## config.mk

```make
export PLATFORM = sky130hd
export DESIGN_NAME = framed_message_receiver
export DESIGN_NICKNAME = d
export VERILOG_FILES = /design/src/rtl/core/fmr_pkg.sv /design/src/rtl/core/framed_message_receiver.sv /design/src/rtl/core/fmr_ctrl.sv /design/src/rtl/core/fmr_dpath.sv
export SDC_FILE = /design/constraint.sdc
export NUM_CORES = 1
export LEC_CHECK = 0
export BUFFER_PORTS_ARGS = -buffer_cell sky130_fd_sc_hd__buf_2
export CORE_AREA = 5 5 184 186
export CTS_CLUSTER_SIZE = 10
export DETAILED_ROUTE_END_ITERATION = 8
export DIE_AREA = 0 0 189 191
export PLACE_DENSITY = 0.57
export SETUP_SLACK_MARGIN = 0.5
export SYNTH_ARGS = -nofsm -noshare
export SYNTH_HDL_FRONTEND = slang
export SYNTH_HIERARCHICAL = 1
export SYNTH_SLANG_ARGS = --single-unit
```

## constraint.sdc

```tcl
create_clock -name clk -period 6.65 [get_ports clk]
set_input_delay 0.3325 -clock clk [delete_from_list [all_inputs] [get_ports clk]]
set_output_delay 0.3325 -clock clk [all_outputs]
set_load 0.01 [all_outputs]
```

## src/rtl/core/fmr_pkg.sv

```systemverilog
// Shared constants and types for the framed message receiver.
// Used by the controller, the datapath and the top level; no dependencies.
package fmr_pkg;

	localparam int PAYLOAD_BYTES = 16;
	localparam int HDR_BYTES     = 4;
	localparam int SUM_BYTES     = 4;
	localparam int SYNC_SHIFT    = 24;
	localparam int BYTE_W        = 8;
	localparam int WORD_W        = 32;

	// payload index width and the shared byte counter width
	localparam int PL_IDX_W = (PAYLOAD_BYTES > 1) ? $clog2(PAYLOAD_BYTES) : 1;
	localparam int CNT_W    = (PL_IDX_W > 2) ? PL_IDX_W : 2;

	// frame_status codes
	localparam logic [1:0] FS_GOOD    = 2'd0;
	localparam logic [1:0] FS_HDR_ERR = 2'd1;
	localparam logic [1:0] FS_SUM_ERR = 2'd2;

	typedef struct packed {
		logic restart;
		logic cnt_inc;
		logic cnt_clr;
		logic hdr_shift;
		logic sum_add;
		logic store_wr;
		logic rsum_shift;
		logic emit_start;
		logic load_err;
	} fmr_cmd_t;

	typedef struct packed {
		logic sync_hit;
		logic cnt_hdr_end;
		logic cnt_pl_end;
		logic cnt_sum_end;
		logic frame_ok;
		logic out_free;
		logic emit_done;
	} fmr_sts_t;

endpackage

```

## src/rtl/core/framed_message_receiver.sv

```systemverilog
// Framed message receiver top level: controller plus datapath.
// Depends on fmr_pkg, fmr_ctrl and fmr_dpath.
//
// Each received byte is one input beat, accepted while the receiver is collecting
// a frame (header hunt, payload, checksum). After the fourth checksum byte the
// frame is checked in the check state. A good frame then streams its PAYLOAD_BYTES
// bytes out at one beat per cycle while m_tready stays high, from the payload
// store's registered read port; m_tvalid for the first beat rises after the check
// state, the emit flag, the read register and the output register. A bad frame
// gives a single error beat. Input is held off from the last checksum byte until
// the last result beat has entered the output register.
// The header word should be written only while no frame is in progress.
module framed_message_receiver
	import fmr_pkg::*;
(
	input  logic              clk,
	input  logic              arst_n,
	input  logic              cfg_wr_en,
	input  logic [WORD_W-1:0] cfg_wr_data,  // [31:0] expected frame header word
	input  logic              s_tvalid,
	output logic              s_tready,
	input  logic [BYTE_W-1:0] s_tdata,      // [7:0] rx_byte
	output logic              m_tvalid,
	input  logic              m_tready,
	output logic [BYTE_W-1:0] m_tdata,      // [7:0] payload_byte
	output logic [1:0]        m_tuser,      // [1:0] frame_status
	output logic              m_tlast       // last_of_frame
);

	fmr_cmd_t cmd;
	fmr_sts_t sts;

	fmr_ctrl u_ctrl (
		.clk      (clk),
		.arst_n   (arst_n),
		.s_tvalid (s_tvalid),
		.s_tready (s_tready),
		.sts      (sts),
		.cmd      (cmd)
	);

	fmr_dpath u_dpath (
		.clk         (clk),
		.arst_n      (arst_n),
		.cfg_wr_en   (cfg_wr_en),
		.cfg_wr_data (cfg_wr_data),
		.s_tdata     (s_tdata),
		.m_tvalid    (m_tvalid),
		.m_tready    (m_tready),
		.m_tdata     (m_tdata),
		.m_tuser     (m_tuser),
		.m_tlast     (m_tlast),
		.cmd         (cmd),
		.sts         (sts)
	);

endmodule

```

## src/rtl/core/fmr_ctrl.sv

```systemverilog
// Frame receiver controller: hunt, payload, checksum, check, emit and error sequencing.
// Depends on fmr_pkg; drives the datapath through fmr_cmd_t.
module fmr_ctrl
	import fmr_pkg::*;
(
	input  logic     clk,
	input  logic     arst_n,
	input  logic     s_tvalid,
	output logic     s_tready,
	input  fmr_sts_t sts,
	output fmr_cmd_t cmd
);

	typedef enum logic [2:0] {
		ST_HUNT,
		ST_DATA,
		ST_SUM,
		ST_CHECK,
		ST_EMIT,
		ST_ERR
	} state_t;

	state_t state_q, state_nxt;
	logic   acc;

	always_comb begin
		cmd       = '0;
		state_nxt = state_q;
		s_tready  = (state_q == ST_HUNT) || (state_q == ST_DATA) || (state_q == ST_SUM);
		acc       = s_tvalid && s_tready;
		unique case (state_q)
			ST_HUNT: begin
				if (acc) begin
					if (sts.sync_hit) begin
						cmd.hdr_shift = 1'b1;
						cmd.sum_add   = 1'b1;
						if (sts.cnt_hdr_end) begin
							cmd.cnt_clr = 1'b1;
							state_nxt   = ST_DATA;
						end else begin
							cmd.cnt_inc = 1'b1;
						end
					end else begin
						cmd.restart = 1'b1;
					end
				end
			end
			ST_DATA: begin
				if (acc) begin
					cmd.store_wr = 1'b1;
					cmd.sum_add  = 1'b1;
					if (sts.cnt_pl_end) begin
						cmd.cnt_clr = 1'b1;
						state_nxt   = ST_SUM;
					end else begin
						cmd.cnt_inc = 1'b1;
					end
				end
			end
			ST_SUM: begin
				if (acc) begin
					cmd.rsum_shift = 1'b1;
					cmd.cnt_inc    = 1'b1;
					if (sts.cnt_sum_end)
						state_nxt = ST_CHECK;
				end
			end
			ST_CHECK: begin
				if (sts.frame_ok) begin
					cmd.emit_start = 1'b1;
					state_nxt      = ST_EMIT;
				end else begin
					state_nxt = ST_ERR;
				end
			end
			ST_ERR: begin
				if (sts.out_free) begin
					cmd.load_err = 1'b1;
					cmd.restart  = 1'b1;
					state_nxt    = ST_HUNT;
				end
			end
			ST_EMIT: begin
				if (sts.emit_done) begin
					cmd.restart = 1'b1;
					state_nxt   = ST_HUNT;
				end
			end
			default: begin
				cmd.restart = 1'b1;
				state_nxt   = ST_HUNT;
			end
		endcase
	end

	always_ff @(posedge clk or negedge arst_n) begin
		if (!arst_n) begin
			state_q <= ST_HUNT;
		end else begin
			state_q <= state_nxt;
		end
	end

	// no input beat is taken while a verdict or a payload burst is pending
	a_no_acc_busy: assert property (@(posedge clk) disable iff (!arst_n)
		(state_q == ST_EMIT || state_q == ST_ERR || state_q == ST_CHECK) |-> !acc)
		else $error("input beat accepted while frame result pending");

	// the check state is always followed by emit or error on the next cycle
	a_check_once: assert property (@(posedge clk) disable iff (!arst_n)
		(state_q == ST_CHECK) |=> (state_q == ST_EMIT || state_q == ST_ERR))
		else $error("check state did not resolve");

	// emit is entered only with a good verdict
	a_emit_ok: assert property (@(posedge clk) disable iff (!arst_n)
		(state_q == ST_CHECK && state_nxt == ST_EMIT) |-> sts.frame_ok)
		else $error("emit started on a failed frame");

endmodule

```

## src/rtl/core/fmr_dpath.sv

```systemverilog
// Frame receiver datapath: magic register, byte counter, header and sum registers,
// payload store and the output beat register. Depends on fmr_pkg.
module fmr_dpath
	import fmr_pkg::*;
(
	input  logic              clk,
	input  logic              arst_n,
	input  logic              cfg_wr_en,
	input  logic [WORD_W-1:0] cfg_wr_data,
	input  logic [BYTE_W-1:0] s_tdata,
	output logic              m_tvalid,
	input  logic              m_tready,
	output logic [BYTE_W-1:0] m_tdata,
	output logic [1:0]        m_tuser,
	output logic              m_tlast,
	input  fmr_cmd_t          cmd,
	output fmr_sts_t          sts
);

	logic [WORD_W-1:0]   magic_q;
	logic [WORD_W-1:0]   hdr_q;
	logic [WORD_W-1:0]   sum_q;
	logic [WORD_W-1:0]   rsum_q;
	logic [CNT_W-1:0]    cnt_q;
	logic [BYTE_W-1:0]   store_q [PAYLOAD_BYTES];

	logic                emit_q;
	logic [PL_IDX_W-1:0] ecnt_q;
	logic                rd_valid_s1;
	logic [BYTE_W-1:0]   rd_data_s1;
	logic                rd_last_s1;

	logic                out_free;
	logic                load_out;
	logic                rd_en;
	logic                ecnt_last;
	logic                hdr_ok;

	assign out_free  = !m_tvalid || m_tready;
	assign load_out  = rd_valid_s1 && out_free;
	assign rd_en     = emit_q && (!rd_valid_s1 || load_out);
	assign ecnt_last = (ecnt_q == PL_IDX_W'(PAYLOAD_BYTES - 1));
	assign hdr_ok    = (hdr_q == magic_q);

	always_comb begin
		sts             = '0;
		sts.sync_hit    = (s_tdata == magic_q[SYNC_SHIFT +: BYTE_W]);
		sts.cnt_hdr_end = (cnt_q == CNT_W'(HDR_BYTES - 1));
		sts.cnt_pl_end  = (cnt_q == CNT_W'(PAYLOAD_BYTES - 1));
		sts.cnt_sum_end = (cnt_q == CNT_W'(SUM_BYTES - 1));
		sts.frame_ok    = hdr_ok && (rsum_q == sum_q);
		sts.out_free    = out_free;
		sts.emit_done   = load_out && rd_last_s1;
	end

	always_ff @(posedge clk or negedge arst_n) begin
		if (!arst_n) begin
			magic_q <= '0;
			hdr_q   <= '0;
			sum_q   <= '0;
			rsum_q  <= '0;
			cnt_q   <= '0;
		end else begin
			if (cfg_wr_en)
				magic_q <= cfg_wr_data;
			if (cmd.restart) begin
				hdr_q  <= '0;
				sum_q  <= '0;
				rsum_q <= '0;
				cnt_q  <= '0;
			end else begin
				// little-endian assembly: first byte ends up lowest after four shifts
				if (cmd.hdr_shift)
					hdr_q <= {s_tdata, hdr_q[WORD_W-1:BYTE_W]};
				if (cmd.rsum_shift)
					rsum_q <= {s_tdata, rsum_q[WORD_W-1:BYTE_W]};
				if (cmd.sum_add)
					sum_q <= sum_q + {{(WORD_W-BYTE_W){1'b0}}, s_tdata};
				if (cmd.cnt_clr)
					cnt_q <= '0;
				else if (cmd.cnt_inc)
					cnt_q <= cnt_q + CNT_W'(1);
			end
		end
	end

	// payload store: one write port, one registered read port
	always_ff @(posedge clk) begin
		if (cmd.store_wr)
			store_q[cnt_q[PL_IDX_W-1:0]] <= s_tdata;
		if (rd_en)
			rd_data_s1 <= store_q[ecnt_q];
	end

	always_ff @(posedge clk or negedge arst_n) begin
		if (!arst_n) begin
			emit_q      <= 1'b0;
			ecnt_q      <= '0;
			rd_valid_s1 <= 1'b0;
			rd_last_s1  <= 1'b0;
		end else begin
			if (cmd.emit_start) begin
				emit_q <= 1'b1;
				ecnt_q <= '0;
			end else if (rd_en) begin
				ecnt_q <= ecnt_q + PL_IDX_W'(1);
				if (ecnt_last)
					emit_q <= 1'b0;
			end
			if (rd_en) begin
				rd_valid_s1 <= 1'b1;
				rd_last_s1  <= ecnt_last;
			end else if (load_out) begin
				rd_valid_s1 <= 1'b0;
			end
		end
	end

	// output beat register
	always_ff @(posedge clk or negedge arst_n) begin
		if (!arst_n) begin
			m_tvalid <= 1'b0;
		end else if (load_out || cmd.load_err) begin
			m_tvalid <= 1'b1;
		end else if (m_tready) begin
			m_tvalid <= 1'b0;
		end
	end

	always_ff @(posedge clk) begin
		if (load_out) begin
			m_tdata <= rd_data_s1;
			m_tuser <= FS_GOOD;
			m_tlast <= rd_last_s1;
		end else if (cmd.load_err) begin
			m_tdata <= '0;
			m_tuser <= hdr_ok ? FS_SUM_ERR : FS_HDR_ERR;
			m_tlast <= 1'b1;
		end
	end

	a_err_idle: assert property (@(posedge clk) disable iff (!arst_n)
		cmd.load_err |-> (!rd_valid_s1 && !emit_q))
		else $error("error beat collides with payload burst");

	a_emit_clean: assert property (@(posedge clk) disable iff (!arst_n)
		cmd.emit_start |-> (!emit_q && !rd_valid_s1))
		else $error("burst started while previous one active");

	a_burst_cont: assert property (@(posedge clk) disable iff (!arst_n)
		(rd_valid_s1 && !rd_last_s1) |-> emit_q)
		else $error("burst ended before last payload byte");

	a_store_range: assert property (@(posedge clk) disable iff (!arst_n)
		cmd.store_wr |-> (cnt_q <= CNT_W'(PAYLOAD_BYTES - 1)))
		else $error("payload write beyond store");

endmodule
```

* After elaboration in Yosys (flattened, before gate mapping) *
Memory sizes are Yosys's and may differ from the RTL's. A register that Yosys moved wholly into a read port is not among the register bits.
Index checks and enable logic that the tools add are counted.

cells by class
  add/subtract/negate cells = 3
  equal/unequal tests = 20
  muxes and demuxes = 58
  reduce and logical (&&, ||, !) cells = 25

operators with widths
  operator             number
  $mux 32              6
  $eq 32x32->1         2
  $add 32x8->32        1
  $mux 3               9
  $mux 1               26
  $mux 4               6
  $pmux 3 s6           1
  $mux 8               2
  $reduce_bool 2->1    8
  $ne 2x2->1 const B   5
  $reduce_and 9->1     1
  $add 4x1->4 const B  2
  $eq 4x4->1 const B   2
  $eq 8x8->1           1
  $ne 2x1->1 const B   4
  $eq 3x2->1 const B   2
  $eq 3x3->1 const B   2
  $mux 2               3
  $logic_and 1x1->1    5
  $logic_or 1x1->1     5
  $mux 5               1
  $eq 4x2->1 const B   1
  $pmux 1 s2           2
  $pmux 1 s4           1
  7 further kinds      8

word-level totals
  bits in registers = 154
  bits in writable memories = 128
  logic and storage cells = 121
  memories = 1

memories
  memory           words  width  rd ports  clocked after Yosys merged registers in  write ports  line             RTL
  u_dpath.store_q  16     8      1         1                                        1            fmr_dpath.sv:25  logic [BYTE_W-1:0] store_q [PAYLOAD_BYTES];

* Longest topological paths before layout *
Gate-level depths: netlist (run 1).

  depth after elaboration = 9
  mapped depth = 12
  gate-level depth less buffers = 10

* Cells and area by module *
Netlist (run 1), hierarchy kept.

by module, submodules not included
  module     times used  cells an instance  area an instance (sq um)  sequential area each (sq um)
  fmr_dpath  1           879                12,629.6                  7,897.6
  fmr_ctrl   1           46                 340.3                     75.1

* Worst setup path after synthesis (run 1) *
No wires, ideal clock.

  kind = register to register
  from = register u_dpath.m_tvalid
  to = register u_dpath.sum_q[6]
  setup time = 0.116 ns
  arrival time = 2.236 ns
  data required time = 6.534 ns
  setup slack = 4.298 ns
  stages on the path, launching flop included = 12
  path buffers = 2
  period minus slack after synthesis = 2.352 ns
  path through = dfrtp_1 > nor2b_1 > inv_1 > clkbuf_1 > and3_1 > mux2_4 > or3_4 > a21boi_0 > clkbuf_1 > nor2_1 > o211ai_1 > o311ai_0

RTL lines
  item                    line              RTL
  start, declared         fmr_dpath.sv:11   output logic m_tvalid,
  start signal, assigned  fmr_dpath.sv:122  m_tvalid <= 1'b0;
  start signal, assigned  fmr_dpath.sv:124  m_tvalid <= 1'b1;
  start signal, assigned  fmr_dpath.sv:126  m_tvalid <= 1'b0;
  end signal, assigned    fmr_dpath.sv:78   sum_q <= sum_q + {{(WORD_W-BYTE_W){1'b0}}, s_tdata};
  end, declared           fmr_dpath.sv:22   logic [WORD_W-1:0] sum_q;

* Worst setup path in the final report (run 1) *
  from = register u_dpath.sum_q[0]
  to = register u_dpath.sum_q[26]

between the ends
  word-level cells in the longest chain between the ends = 3

RTL lines
  item           line             RTL
  $add 32x8->32  fmr_dpath.sv:78
  $mux 32        fmr_dpath.sv:77  if (cmd.sum_add)
  $mux 32        fmr_dpath.sv:66  if (cmd.restart) begin

Every way passes these cells. The select of a mux whose other input is x is not followed.
A chain may end at the register's enable or synchronous reset.

==> run metrics, run 1 <==
layout cells sized above 1=slightly below 20%; final WL=about 28 mm; register area share after synthesis=between 60% and 70%; Clock Latency Late Sink=approximately 0.51 ns; number of remaining DRC errors=0; number of synthesized flops with an enable pin=around 150; WS Path Type=reg2reg; cells after synthesis=925; dpl hpwl=between 15 and 20 mm; warnings from Yosys=6; maximum VDD drop=roughly 150 uV; width of the die=189 um; Resize count post-CTS=0; Synth async-reset ratio=between 40% and 50%; nets=1043; critical path's slowest cell=a21oi_1; Worst Skew=0.0193 ns; Initial Util=40.4%; flops & latches, synth=290; PD cells=~260 mW/mm^2; drt wl/cell=19.5 um; cts bufs inserted=36; number of fill cells=approximately 2800; initial antenna violation count=0; unrepaired setup endpoints after global routing=no; met3 wire len=around 1000 um; Setup TNS=0 ns; count of cell types in the netlist=59; GRT Util Overall=between 15 and 20%; M1 WL=13.0 mm; pin count of the biggest net entering global routing=81; # clock sinks=290; clk slew on worst S/H paths=roughly 0.05 ns; Buffers on Ports=57; core region area=0.0321 mm^2; Clock H-tree levels=2; CP required=7.01 ns; Worst Tran Pin Value=roughly 1.1 ns; DRT iter0 DRCs=422; worst endpoint data arrival time=around 3.3 ns; element type at the critical path start=flop; met2 WL=13.1 mm; max incr delay on CP=0.86 ns; Slew Limit Headroom=27.2%; worst-path maximum fanout=12; Post-Syn Nets=984; GRT Residual Overflow=0; CP cell instances=ha_1 -> inv_1 -> fa_1 -> nand2b_1 -> a211o_1 -> a21oi_1 -> nand4b_1 -> xnor2_1 -> nor2_1; final setup violating endpoints=0; final hold viol count=0; diode count=0; die area=0.0361 mm^2; post-layout util=45.9%; Cell Area, Synth=0.0130 mm^2; hold crit path type=in2reg; Highest Signal Layer=met4; IO Pins=just under 60; gpl congestion=0.821; static leakage=between 5 and 6 nW; CTS max path bufs=3; predominant post-synthesis flop cell=edfxtp_1; fin cells=1413; vias post-DR=7365; Worst setup EP type=flop; Final Hold Slack=0.0521 ns; post-synth top area share=33.6%; Final Max Tran Viols=0; Synth area leader=edfxtp_1; row count=66; period utilisation layout=44.8%; area growth from synthesis to layout=13.6%; Post-CTS Setup Bufs=0; crit path from=u_dpath/sum_q[0]$_DFFE_PN0P_; average size of a mapped cell=14.0 um^2; Reg2Reg Setup Slack=3.67 ns; DR pass1 iterations=4; Cells after DPL=between 1000 and 1500; fmax=0.336 GHz; outcome=finished, final reports clean; via/cell ratio=5.21; die height=191 um; vias in the first global route=between 7000 and 8000; Area contributors post-synth=edfxtp_1, dfrtp_1, mux4_2; max_cap viols=0; post-layout minimum cycle time=2.98 ns; hold_sp=cfg_wr_data[17]; Final ANT Viol Nets=0; CTS tree=yes; launch point of the worst reg-to-reg path=u_dpath/sum_q[0]$_DFFE_PN0P_; root buffer cell=clkbuf_16; first-pass GRT wire length=approximately 44 mm
==> what timing repair did <==
| item | CTS | global route |
|---|---|---|
| endpoints found under the setup margin | 0 | 0 |
| endpoints found under the hold margin | 63 | 0 |
| hold buffers | 1 | 0 |
==> metal layers <==
layer  global-route usage [%]  vias up
met4                     3.59        0
met1                     21.6     3741
met5                        0        -
met3                     2.43       35
met2                     25.5      115
li1                         -     3474
==> cells in the mapped netlist, types with 5 or more instances <==
| cell type | n |
|---|---|
| edfxtp_1 | 145 |
| xnor2_1 | 25 |
| nand3_1 | 15 |
| dfrtp_1 | 143 |
| nor4_1 | 17 |
| nand2b_1 | 7 |
| nor3b_1 | 5 |
| and2_1 | 8 |
| nor3_1 | 6 |
| clkbuf_1 | 20 |
| mux2i_1 | 71 |
| nand2_1 | 25 |
| a21oi_1 | 15 |
| and3_1 | 19 |
| inv_1 | 13 |
| mux2_2 | 33 |
| ha_1 | 13 |
| nor2_1 | 125 |
| mux4_2 | 40 |
| nand4_1 | 16 |
| nor2b_1 | 6 |
| buf_2 | 7 |
| xor2_1 | 78 |
| a211oi_1 | 10 |
| buf_1 | 14 |
| o21ai_0 | 6 |
==> logic make-up (layout without fill, tap and decap cells) <==
| kind of cell | count (synthesis) | count (layout) | share of synthesized area [%] |
|---|---|---|---|
| multiplexers | 145 | 145 | 15.4 |
| AO/OA/AOI/OAI | 50 | 50 | 2.89 |
| AND/OR/NAND/NOR | 264 | 264 | 9.89 |
| flip-flops | 290 | 290 | 61.5 |
| XOR/XNOR | 103 | 103 | 6.96 |
| buffers and inverters | 59 | 139 | 1.98 |
| adder cells (fa/ha/maj) | 14 | 14 | 1.41 |
==> final cells by class <==
type | instances | area, um^2 | area share [%]
repair buffers | 67 | 369 | 2.50
flip-flops and latches | 290 | 7970 | 54.1
clock buffers | 56 | 1040 | 7.04
multi-input cells | 576 | 4770 | 32.4
well taps | 408 | 510 | 3.46
inverters | 13 | 48.8 | 0.331
clock inverters | 3 | 26.3 | 0.178
==> critical path: cells and delay by family, from the launching register on <==
kind	cells	cell delay [ns]
compound gates	2	1.14
xor+xnor	1	0.20
fa+ha+maj	2	0.58
buf+inv	1	0.05
flops	1	0.38
simple gates	3	0.46
==> report_power, final <==
part | switching [mW] | leakage [nW] | internal [mW] | total (mW)
clock | 0.693 | 0.516 | 1.07 | 1.76
combinational | 0.0756 | 2.03 | 0.0474 | 0.123
sequential | 0.0182 | 3.22 | 1.91 | 1.93
==> final timing paths <==
check	end	depth (start not counted)
worst max register to register	u_dpath/sum_q[26]$_DFFE_PN0P_	9
max in group asynchronous	u_dpath/rsum_q[18]$_DFFE_PN0P_	3
worst max-delay path	u_dpath/sum_q[26]$_DFFE_PN0P_	9
min in group asynchronous	u_dpath/magic_q[5]$_DFFE_PN0P_	2
worst min-delay path	u_dpath/magic_q[17]$_DFFE_PN0P_	2
worst min register to register	u_dpath/m_tuser[1]$_SDFFE_PP0P_	2
==> sequential cells by signal, indices dropped and copies added, names as in the netlist <==
signal               cells
u_ctrl/state_q           3
u_dpath/cnt_q            4
u_dpath/ecnt_q           4
u_dpath/emit_q           1
u_dpath/hdr_q           32
u_dpath/m_tdata          8
u_dpath/m_tlast          1
u_dpath/m_tuser          2
u_dpath/m_tvalid         1
u_dpath/magic_q         32
u_dpath/rd_data_s1       8
u_dpath/rd_last_s1       1
u_dpath/rd_valid_s1      1
u_dpath/rsum_q          32
u_dpath/store_q        128
u_dpath/sum_q           32
==> cell usage in the layout (no fill, tap or decap), types with 4 or more instances in the layout <==
cell type  count
xor2_1        78
buf_4          9
a21o_1         4
mux2i_1       71
a211oi_1      10
nand2b_1       7
buf_2         56
clkbuf_1      15
nor3b_2        4
and3_1        19
ha_1          13
a21oi_1       15
nand4_1       16
edfxtp_1     145
clkbuf_8       4
dfrtp_1      142
nor4_1        17
and2_1         8
o21ai_0        6
mux4_2        40
clkbuf_16     37
nor2b_1        6
nor2_1       125
nand3_1       15
nand2_1       25
inv_1         13
nor3_1         6
xnor2_1       25
mux2_2        33
==> metrics by stage <==
stage / setup slack (ns) / power [mW] / instance area [um^2]
after floorplan: 4.30 / 2.02 / 13000
after global placement: 3.38 / 2.09 / 13700
after detailed placement: 3.35 / 2.09 / 13700
after CTS: 3.74 / 3.87 / 14700
after global routing: 3.44 / 3.95 / 14700
final: 3.67 / 3.81 / 14700
Power figures use the tool's default switching activity.
==> run 2: changes to the inputs <==
--- a/config.mk
+++ b/config.mk
@@ -10,7 +10,7 @@
 export CTS_CLUSTER_SIZE = 10
 export DETAILED_ROUTE_END_ITERATION = 8
 export DIE_AREA = 0 0 189 191
-export PLACE_DENSITY = 0.57
+export PLACE_DENSITY = 0.59
 export SETUP_SLACK_MARGIN = 0.5
 export SYNTH_ARGS = -nofsm -noshare
 export SYNTH_HDL_FRONTEND = slang
==> constraint.sdc (replaced) <==
create_clock -name clk -period 2.6 [get_ports clk]
set_input_delay 0.13 -clock clk [delete_from_list [all_inputs] [get_ports clk]]
set_output_delay 0.13 -clock clk [all_outputs]
set_load 0.01 [all_outputs]
==> run 2 against run 1 <==
Combinational power grew to 3.9 times the previous value. Clock skew shrank 0.0018 ns. First-iteration DRC count grew 9.7%. Critical path depth is the same. Routed wire length grew 11%. Sequential power grew to 2.5 times the previous value. Clock power grew to 2.6 times the previous value. Via count grew 7.6%. Non-clock buffer count grew 94. Final cell count grew 7.1%. Critical path type unchanged.
==> run metrics, run 2 (synthesis results as in run 1) <==
outcome=finished, final reports clean; nets=1138; unrepaired setup endpoints after global routing=yes; PD cells=roughly 610 mW/mm^2; Clock Latency Late Sink=0.51 ns; Buffers on Ports=57; CP delay by family, top=simple AND/OR/NAND/NOR gates; number of fill cells=2722; sequential power share=49.5%; clk slew on worst S/H paths=roughly 0.050 ns; CP cell instances=nor2b_4 -> inv_4 -> and3_4 -> mux2_4 -> or3_4 -> a21boi_4 -> buf_12 -> nand3b_1 -> o311ai_2; pin count of the biggest net entering global routing=77; row count=66; Clock H-tree levels=2; number of flip-flops in the largest register=128; hold crit path type=in2reg; Setup TNS=0 ns; post-layout minimum cycle time=2.21 ns; clock network power share=between 40% and 50%; internal cell power=7.82 mW; width of the die=about 190 um; Slew Limit Headroom=between 50 and 60%; Sw Ratio=21.3%; CP required=3.01 ns; maximum VDD drop=379 uV; critical path's slowest cell=or3_4; worst endpoint data arrival time=2.62 ns; most frequent cells in the layout=edfxtp_1, dfrtp_1, nor2_1, xor2_1, mux2i_1; Initial Util=between 40 and 50%; commonest non-fill, non-tap cell in the layout=edfxtp_1; power consumption=9.93 mW; first-pass GRT wire length=46.3 mm; area growth from synthesis to layout=24.9%; DR pass1 iterations=5; Worst setup EP type=flop; CTS tree=yes; GRT Residual Overflow=0; fin cells=1514; GRT Util Overall=16.4%; DRT iter0 DRCs=463; initial antenna violation count=0; drt wl/cell=20.3 um; vias post-DR=~7900; # clock sinks=a little under 300; dpl hpwl=19.3 mm; Worst Skew=0.0175 ns; Final ANT Viol Nets=0; Worst Tran Pin Value=0.744 ns; CP Buf/Inv Count=2; max incr delay on CP=0.35 ns; WS Path Type=reg2reg; Final Max Tran Viols=0; worst-path maximum fanout=7; final setup violating endpoints=0; IO Pins=58; cts bufs inserted=36; CTS max path bufs=3; via/cell ratio=about 5.2; die height=191 um; period utilisation layout=85.1%; die area=between 0.03 and 0.04 mm^2; Psw=2.12 mW; static leakage=6.31 nW; root buffer cell=clkbuf_16; final hold viol count=0; post-layout util=50.4%; core region area=0.0321 mm^2; element type at the critical path start=flop; combinational power share=4.8%; number of remaining DRC errors=0; Cells after DPL=between 1000 and 1500; max_cap viols=0; fmax=0.452 GHz; gpl congestion=0.797; diode count=0; final WL=30.7 mm; vias in the first global route=8095; layout cells sized above 1=29.4%; Final Hold Slack=0.0163 ns
[run 2: changes by cell type in the layout (fill, tap and decap cells not counted), sizes merged]
cell / delta
buf: +55
dlygate4sd3: +32
clkbuf: +12
clkinv: +3
inv: -3
a21boi: +1
clkinvlp: +1
[run 2: what timing repair did]
action                     CTS  global route
hold buffers                33             0
hold endpoints to repair   106             0
pin swaps                   15            34
resized for setup           42            62
gates cloned                 2             6
buffers inserted            17            12
setup endpoints to repair  142           143
[run 2: final timing paths]
| check | from | end | slack [ns] | cells after the start |
|---|---|---|---|---|
| worst min register to register | u_dpath/m_tuser[1]$_SDFFE_PP0P_ | u_dpath/m_tuser[1]$_SDFFE_PP0P_ | 0.47 | 2 |
| worst max register to register | u_dpath/m_tvalid$_DFFE_PN0P_ | u_dpath/sum_q[6]$_DFFE_PN0P_ | 0.39 | 9 |
| worst max-delay path | u_dpath/m_tvalid$_DFFE_PN0P_ | u_dpath/sum_q[6]$_DFFE_PN0P_ | 0.39 | 9 |
| worst min-delay path | s_tdata[6] | u_dpath/store_q[3][6]$_DFFE_PP_ | 0.02 | 1 |
| max in group asynchronous | arst_n | u_dpath/sum_q[2]$_DFFE_PN0P_ | 1.63 | 3 |
| min in group asynchronous | arst_n | u_dpath/magic_q[1]$_DFFE_PN0P_ | 0.24 | 2 |
[run 2: metrics by stage]
step	instance area [um^2]	setup slack, ns
after floorplan	13100	0.419
after global placement	13900	0.185
after detailed placement	13900	0.148
after CTS	15700	0.368
after global routing	16200	0.268
final	16200	0.388
[run 2: area by class of cell]
class	count	area [um^2]	share of cell area (%)
clock inverter	4	37.5	0.232
timing repair buffer	161	1410	8.71
clock buffer	61	1040	6.40
tap	408	510	3.15
multi-input combinational	577	5170	31.9
inverter	13	51.3	0.317
sequential	290	7980	49.2
[run 2: layer usage]
layer | wire (um) | GRT usage, % | vias to the layer above
met5 | 0 | 0 | -
met2 | 15200 | 27.6 | 133
met4 | 501 | 3.87 | 0
li1 | - | - | 3674
met3 | 1010 | 2.48 | 41
met1 | 13900 | 22.7 | 4074
[run 2: power by group through the flow]
stage / combinational, mW / sequential [mW] / clock (mW)
2_1_floorplan: 0.170 / 5.00 / 0
3_3_place_gp: 0.348 / 5.01 / 0
3_5_place_dp: 0.350 / 5.01 / 0
4_1_cts: 0.416 / 4.92 / 4.67
5_1_grt: 0.520 / 4.92 / 4.87
6_report: 0.476 / 4.92 / 4.54
[run 2: worst register-to-register path, delay by kind of cell (launching register included)]
kind	cells	cell delay, ns
compound gates	2	0.42
buf+inv	2	0.20
flops	1	0.34
mux	1	0.27
simple gates	4	0.89
